`src/design/ghfs_pkg.sv`:
```
`default_nettype none

package ghfs_pkg;

   localparam int HEIGHT_BITS = 16;
   localparam int SUM_BITS    = HEIGHT_BITS + 2;

   localparam int CSR_INDEX_BITS = 2;
   localparam int CSR_DATA_BITS  = 7;

   localparam logic [CSR_INDEX_BITS-1:0] CSR_FILL_MODE    = 2'd0;
   localparam logic [CSR_INDEX_BITS-1:0] CSR_ROW_COUNT    = 2'd1;
   localparam logic [CSR_INDEX_BITS-1:0] CSR_COLUMN_COUNT = 2'd2;

   localparam logic [1:0]               MODE_MIN        = 2'd0;
   localparam logic [1:0]               MODE_MAX        = 2'd1;
   localparam logic [CSR_DATA_BITS-1:0] ROW_COUNT_RESET = 7'd64;
   localparam logic [CSR_DATA_BITS-1:0] COL_COUNT_RESET = 7'd64;

   localparam logic OP_LOAD = 1'b0;
   localparam logic OP_READ = 1'b1;

   typedef struct packed {
      logic                          opcode;
      logic signed [HEIGHT_BITS-1:0] cell_height;
      logic                          cell_valid;
   } ghfs_req_type;

   typedef struct packed {
      logic signed [HEIGHT_BITS-1:0] out_height;
      logic                          out_valid;
      logic                          out_padded;
      logic                          last_cell;
   } ghfs_rsp_type;

   typedef struct packed {
      logic load_accept;
      logic read_accept;
      logic index_clear;
      logic pos_clear;
      logic pos_step;
      logic rd_self;
      logic rd_nb;
      logic acc_clear;
      logic acc_take;
      logic nb_step;
      logic div_start;
      logic cell_write;
   } ghfs_cmd_type;

   typedef struct packed {
      logic load_last;
      logic read_over;
      logic read_last;
      logic self_valid;
      logic nb_exists;
      logic nb_last;
      logic acc_any;
      logic mean_mode;
      logic div_busy;
      logic pos_last;
   } ghfs_stat_type;

endpackage

`default_nettype wire

```
`src/design/ghfs_ctrl.sv`:
```
`default_nettype none

module ghfs_ctrl (
   input  wire logic                    clock,
   input  wire logic                    reset,
   input  wire logic                    start,
   input  wire logic                    opcode,
   input  wire ghfs_pkg::ghfs_stat_type stat,
   output ghfs_pkg::ghfs_cmd_type       cmd,
   output logic                         busy
);
   import ghfs_pkg::*;

   typedef enum logic [10:0] {
      S_LOAD     = 11'b000_0000_0001,
      S_READ     = 11'b000_0000_0010,
      S_SW_START = 11'b000_0000_0100,
      S_SELF_RD  = 11'b000_0000_1000,
      S_SELF_CHK = 11'b000_0001_0000,
      S_NB_RD    = 11'b000_0010_0000,
      S_NB_TAKE  = 11'b000_0100_0000,
      S_NB_DONE  = 11'b000_1000_0000,
      S_DIV      = 11'b001_0000_0000,
      S_WRITE    = 11'b010_0000_0000,
      S_ADVANCE  = 11'b100_0000_0000
   } ghfs_state_type;

   ghfs_state_type state_ff, state_in;
   logic           changed_ff, changed_in;
   logic           has_value_ff, has_value_in;

   always_comb begin
      state_in     = state_ff;
      changed_in   = changed_ff;
      has_value_in = has_value_ff;
      cmd          = '0;
      busy         = 1'b1;
      unique case (state_ff)
         S_LOAD: begin
            busy = 1'b0;
            if (start && (opcode == OP_LOAD)) begin
               cmd.load_accept = 1'b1;
               if (stat.load_last) begin
                  state_in = S_SW_START;
               end
            end
         end
         S_READ: begin
            busy = 1'b0;
            if (start && (opcode == OP_READ)) begin
               if (stat.read_over) begin
                  cmd.index_clear = 1'b1;
                  state_in        = S_LOAD;
               end else begin
                  cmd.read_accept = 1'b1;
                  if (stat.read_last) begin
                     cmd.index_clear = 1'b1;
                     state_in        = S_LOAD;
                  end
               end
            end
         end
         S_SW_START: begin
            cmd.pos_clear = 1'b1;
            changed_in    = 1'b0;
            has_value_in  = 1'b0;
            state_in      = S_SELF_RD;
         end
         S_SELF_RD: begin
            cmd.rd_self = 1'b1;
            state_in    = S_SELF_CHK;
         end
         S_SELF_CHK: begin
            if (stat.self_valid) begin
               has_value_in = 1'b1;
               state_in     = S_ADVANCE;
            end else begin
               cmd.acc_clear = 1'b1;
               state_in      = S_NB_RD;
            end
         end
         S_NB_RD: begin
            if (stat.nb_exists) begin
               cmd.rd_nb = 1'b1;
               state_in  = S_NB_TAKE;
            end else if (stat.nb_last) begin
               state_in = S_NB_DONE;
            end else begin
               cmd.nb_step = 1'b1;
            end
         end
         S_NB_TAKE: begin
            cmd.acc_take = 1'b1;
            if (stat.nb_last) begin
               state_in = S_NB_DONE;
            end else begin
               cmd.nb_step = 1'b1;
               state_in    = S_NB_RD;
            end
         end
         S_NB_DONE: begin
            if (!stat.acc_any) begin
               state_in = S_ADVANCE;
            end else if (stat.mean_mode) begin
               cmd.div_start = 1'b1;
               state_in      = S_DIV;
            end else begin
               state_in = S_WRITE;
            end
         end
         S_DIV: begin
            if (!stat.div_busy) begin
               state_in = S_WRITE;
            end
         end
         S_WRITE: begin
            cmd.cell_write = 1'b1;
            changed_in     = 1'b1;
            state_in       = S_ADVANCE;
         end
         S_ADVANCE: begin
            if (stat.pos_last) begin
               if (changed_ff && has_value_ff) begin
                  state_in = S_SW_START;
               end else begin
                  cmd.index_clear = 1'b1;
                  state_in        = S_READ;
               end
            end else begin
               cmd.pos_step = 1'b1;
               state_in     = S_SELF_RD;
            end
         end
         default: begin
            state_in = S_LOAD;
         end
      endcase
   end

   always_ff @(posedge clock) begin
      if (reset) begin
         state_ff     <= S_LOAD;
         changed_ff   <= 1'b0;
         has_value_ff <= 1'b0;
      end else begin
         state_ff     <= state_in;
         changed_ff   <= changed_in;
         has_value_ff <= has_value_in;
      end
   end

endmodule

`default_nettype wire

```
`config.mk`:
```
export PLATFORM = sky130hd
export DESIGN_NAME = ghfs_ctrl
export DESIGN_NICKNAME = d
export VERILOG_FILES = /design/src/design/ghfs_pkg.sv /design/src/design/ghfs_ctrl.sv
export SDC_FILE = /design/constraint.sdc
export NUM_CORES = 1
export LEC_CHECK = 0
export BUFFER_PORTS_ARGS = -buffer_cell sky130_fd_sc_hd__buf_2
export CORE_MARGIN = 2
export CORE_UTILIZATION = 45
export CTS_CLUSTER_DIAMETER = 120
export DETAILED_ROUTE_END_ITERATION = 16
export PLACE_DENSITY = 0.68
export SLEW_MARGIN = 10
export SYNTH_ARGS = -nofsm -noshare
export SYNTH_HDL_FRONTEND = slang
export SYNTH_SLANG_ARGS = --single-unit
```
`constraint.sdc`:
```
create_clock -name clock -period 2 [get_ports clock]
set_input_delay 0.1 -clock clock [delete_from_list [all_inputs] [get_ports clock]]
set_output_delay 0.1 -clock clock [all_outputs]
set_load 0.01 [all_outputs]
```
# After elaboration in Yosys (flattened, before gate mapping)
# Index checks and enable logic that the tools add are counted.
# Widths: inputs -> output; s select.
dict set report totals {
  ff_bits 13
  inputBits 14
  out_inout_bits 13
  elab_cells 75
}
dict set report classes {
  n_eq_ne 18
  muxes 45
  n_bitwise 1
  reduce_logical 8
}
# op n
set op_table {}
lappend op_table {{$pmux 11 s11} 1}
lappend op_table {{$mux 11} 10}
lappend op_table {{$mux 1} 25}
lappend op_table {{$eq 11x1->1 const B} 1}
lappend op_table {{$eq 11x10->1 const B} 1}
lappend op_table {{$eq 11x11->1 const B} 1}
lappend op_table {{$eq 11x2->1 const B} 1}
lappend op_table {{$eq 11x3->1 const B} 1}
lappend op_table {{$eq 11x4->1 const B} 1}
lappend op_table {{$eq 11x5->1 const B} 1}
lappend op_table {{$eq 11x6->1 const B} 1}
lappend op_table {{$eq 11x7->1 const B} 1}
lappend op_table {{$eq 11x8->1 const B} 1}
lappend op_table {{$eq 11x9->1 const B} 1}
lappend op_table {{$mux 10} 1}
lappend op_table {{$ne 2x2->1 const B} 5}
lappend op_table {{$mux 8} 1}
lappend op_table {{$pmux 1 s2} 4}
lappend op_table {{$ne 3x3->1 const B} 2}
lappend op_table {{$reduce_and 6->1} 1}
lappend op_table {{$mux 4} 1}
lappend op_table {{$reduce_bool 2->1} 2}
lappend op_table {{$logic_and 1x1->1} 3}
lappend op_table {{$mux 3} 1}
lappend op_table {{other kinds (4)} 4}

# Depth between registers and ports, before layout
dict set report depth {
  depth_word 4
  depth_mapped 6
  depth_no_buf 5
}

# Worst setup path before layout
# No wires, ideal clock.
dict set report synth_path {
  kind {register to register}
  from {register state_ff[9]}
  to {register state_ff[2]}
  setup_ns 0.103
  arrival_time_ns 1.645
  required_time_ns 1.897
  slack_ns 0.251
  path_stages_with_launch 6
  path_buffers 1
  synth_period_minus_slack_ns 1.749
  cell_sequence {dfxtp_1 > buf_6 > or4_4 > nor4_4 > nand4_1 > a2111oi_2}
}
dict set report synth_via {
  elab_chain_len 3
  word_cells_on_any_way 19
  cone_classes {eq/ne (17); mux (1); reduce/logical (1)}
}
# item line
set synth_lines {}
lappend synth_lines {{start, declared} ghfs_ctrl.sv:28} ;# ghfs_state_type state_ff, state_in;
lappend synth_lines {{start signal, assigned} ghfs_ctrl.sv:146} ;# state_ff <= state_in;
lappend synth_lines {{$eq 11x2->1, or another cell as far along} ghfs_ctrl.sv:38} ;# unique case (state_ff)
lappend synth_lines {{$ne 3x3->1 (no source line) / $ne 2x2->1 (equally long branches)} n/a}
lappend synth_lines {{$reduce_and 6->1 (no source line)} n/a}
# Several ways; a longest one is shown, not always the timed one.
# A chain may end at the register's enable or synchronous reset.

==> impl_metrics.yaml <==
power_and_ir_drop:
  power_leakage_nw: 0.570
  powerDensity_nw_per_um2: 862
  seq_power_share_pct: 30.1
  p_comb_share_pct: 55.1
  switching_share_pct: 42.4
  totalPowerFinal_mw: 1.10
  p_sw_mw: 0.467
  pwr-share-clk_pct: 14.8
  ir_worst_vdd_mv: 0.727
  p_int_mw: 0.633
clock_network:
  cts-htree-levels: 1
  cts_tree: "done"
  cts_made_buffers: 3
  clockBufferDepth: 2
  clk_pin_slew_ns: 0.08
  clkSinkCount: 13
  root_buffer: "clkbuf_4"
  clk_latency_ns: 0.27
finish:
  final_area_um2: 1280
  final_common_cell: "buf_2"
  antenna_cells: 0
  drive_above_1_share_pct: 43.0
  area_growth_pct: 33.3
  mostFrequentLayoutCells: "25 x buf_2, 12 x buf_4, 10 x inv_1, 8 x nand2_1"
  fin_nets: 173
  fin_cells: 185
detailed_routing:
  via_count: 1094
  avgViaCountPerCell: 5.91
  drt-total-wl_um: 2840
  post_drt_wl_per_cell_um: 15.4
  dr.pass1.iters: 4
  drc: 0
  ant_nets: 0
  drt_iter0_drc: 54
logic_synthesis:
  yosys_register_bits: 13
  synth.distinct_cells: 42
  ys.flop_type: "dfxtp_1"
  syn_area_um2: 957
  syn_avg_cell_area_um2: 7.91
  yosysWarnings: 0
  synthCells: 121
  synthArstFlopShare_pct: 0
  synth-edff-count: 0
  yosysSeqAreaShare_pct: 27.2
  syn-num-nets: 135
sta:
  drv_slew: 0
  finalHoldViolCount: 0
  rsz0062_at_grt: "yes"
  setup_viol: 2
  fin_ws_ns: -0.0383
  finalCritPeriodShare_pct: 102
  finalCriticalPeriod_ns: 2.04
  clock.fmax_ghz: 0.491
  max_slew_margin_pct: 66.5
  finClkSkew_ns: 0.00462
  worstMarginPinSlew_ns: 0.498
floorplanning:
  die-height_um: 50.1
  coreArea_um2: 1980
  dieWidth_um: 50.1
  ioPinCount: 27
  die-area_um2: 2510
  initial_utilization_pct: 48.3
  row_count: 16
placed_design:
  dp_hpwl_um: 2140
  dp_cells: 176
  gp_congestion: 0.936
  placed_area_um2: 1140
  io_buffers: 26
critical_path:
  critPathRequiredTime_ns: 1.90
  start_kind: "register"
  worst-setup-path-type: "register to output pin"
  critical_path.max_fanout: 5
  end_kind: "output pin"
  ff2ff_setup_slack_ns: 0.13
  cp.arrival_ns: 1.94
hold_path:
  hold_class: "primary input to register"
grt:
  overflow: 0
  grt_pass1_wl_um: 4680
  antenna_found_initial: 0
  grtUsageTotal_pct: 24.7
  grt_max_degree: 9
  first_global_vias: 977
job:
  cap_violations: 0
status:
  run_status: "finished, violations left"
  violations: "negative setup slack"
state kept, by name, indices dropped and copies added, names as in the netlist:
signal,count
state_ff,11
has_value_ff,1
changed_ff,1
power groups by stage:
stage | Sequential (mW) | Clock (mW) | Combinational [mW]
floorplan | 0.317 | 0 | 0.394
global placement | 0.338 | 0 | 0.543
detailed placement | 0.340 | 0 | 0.547
CTS | 0.332 | 0.168 | 0.554
global route | 0.334 | 0.188 | 0.655
finish | 0.331 | 0.163 | 0.606
critical path: stages, from the launching register on:
cell and delay, ns:
dfxtp_4 0.37, or4_4 0.57, or4_4 0.47, nor2b_1 0.12, buf_2 0.14
cells by family (layout without fill, tap and decap cells):
kind of cell / count (synthesis) / after routing / synth area share [%]
compound gates: 25 / 25 / 19.9
simple gates: 65 / 65 / 42.9
xor+xnor: 2 / 2 / 1.83
buf+inv: 15 / 52 / 7.19
flops: 13 / 13 / 27.2
mux: 1 / 1 / 1.05
layout make-up:
type                    instances  area, um^2
repair buffers                 38         226
well taps                      27        33.8
inverters                      10        37.5
flip-flops and latches         13         279
multi-input cells              93         673
fillers                       178         706
clock buffers                   4        26.3
final timing paths:
check / from / depth (start not counted) / to
max: state_ff[3]$_SDFFE_PP0P_ / 4 / cmd[3]
min: reset / 2 / has_value_ff$_SDFFE_PP0P_
min reg2reg: has_value_ff$_SDFFE_PP0P_ / 2 / has_value_ff$_SDFFE_PP0P_
max reg2reg: state_ff[5]$_SDFFE_PP0P_ / 6 / state_ff[3]$_SDFFE_PP0P_
layer usage:
layer,track usage [%],vias up,share of wire (%)
met2,40.6,50,50
met4,8.80,0,1.3
met1,32.8,506,42
met5,0,-,0
li1,-,534,-
met3,3.03,4,7.5
what timing repair did:
| item | CTS | global route |
|---|---|---|
| endpoints found under the setup margin | 5 | 10 |
| hold buffers | 0 | 0 |
| resized for setup | 5 | 18 |
| setup buffers | 1 | 4 |
| pin swaps | 1 | 4 |
| gates cloned | 0 | 0 |
Yosys cell counts (2+ instances only):
| master | number | share of area (%) |
|---|---|---|
| a2111oi_2 | 2 | 3.1 |
| a211oi_1 | 2 | 1.6 |
| a21oi_1 | 5 | 2.6 |
| and2_1 | 2 | 1.3 |
| and3_1 | 4 | 2.6 |
| clkbuf_1 | 2 | 0.78 |
| dfxtp_1 | 13 | 27 |
| inv_1 | 10 | 3.9 |
| nand2_1 | 8 | 3.1 |
| nand3_1 | 3 | 1.6 |
| nand4_1 | 7 | 4.6 |
| nor2_1 | 8 | 3.1 |
| nor2b_1 | 5 | 3.3 |
| nor3_1 | 4 | 2.1 |
| nor3b_1 | 3 | 2.4 |
| nor4_1 | 7 | 4.6 |
| nor4b_1 | 3 | 2.7 |
| o211ai_1 | 2 | 1.6 |
| o21ai_0 | 4 | 2.1 |
| or2_2 | 2 | 1.3 |
| or4_4 | 3 | 3.5 |
| xor2_1 | 2 | 1.8 |
per-stage QoR:
step           TNS [ns]  setup WS (ns)  hold slack, ns  util, %
2_1_floorplan         0          0.251           0.169        -
3_3_place_gp          0          0.207           0.351     57.6
3_5_place_dp          0          0.136           0.358     57.6
4_1_cts         -0.0494        -0.0350          0.0635     60.0
5_1_grt          -0.451         -0.112          0.0588     64.4
6_report        -0.0515        -0.0383          0.0678     64.4
No activity file was read; power rests on OpenSTA's default activity.
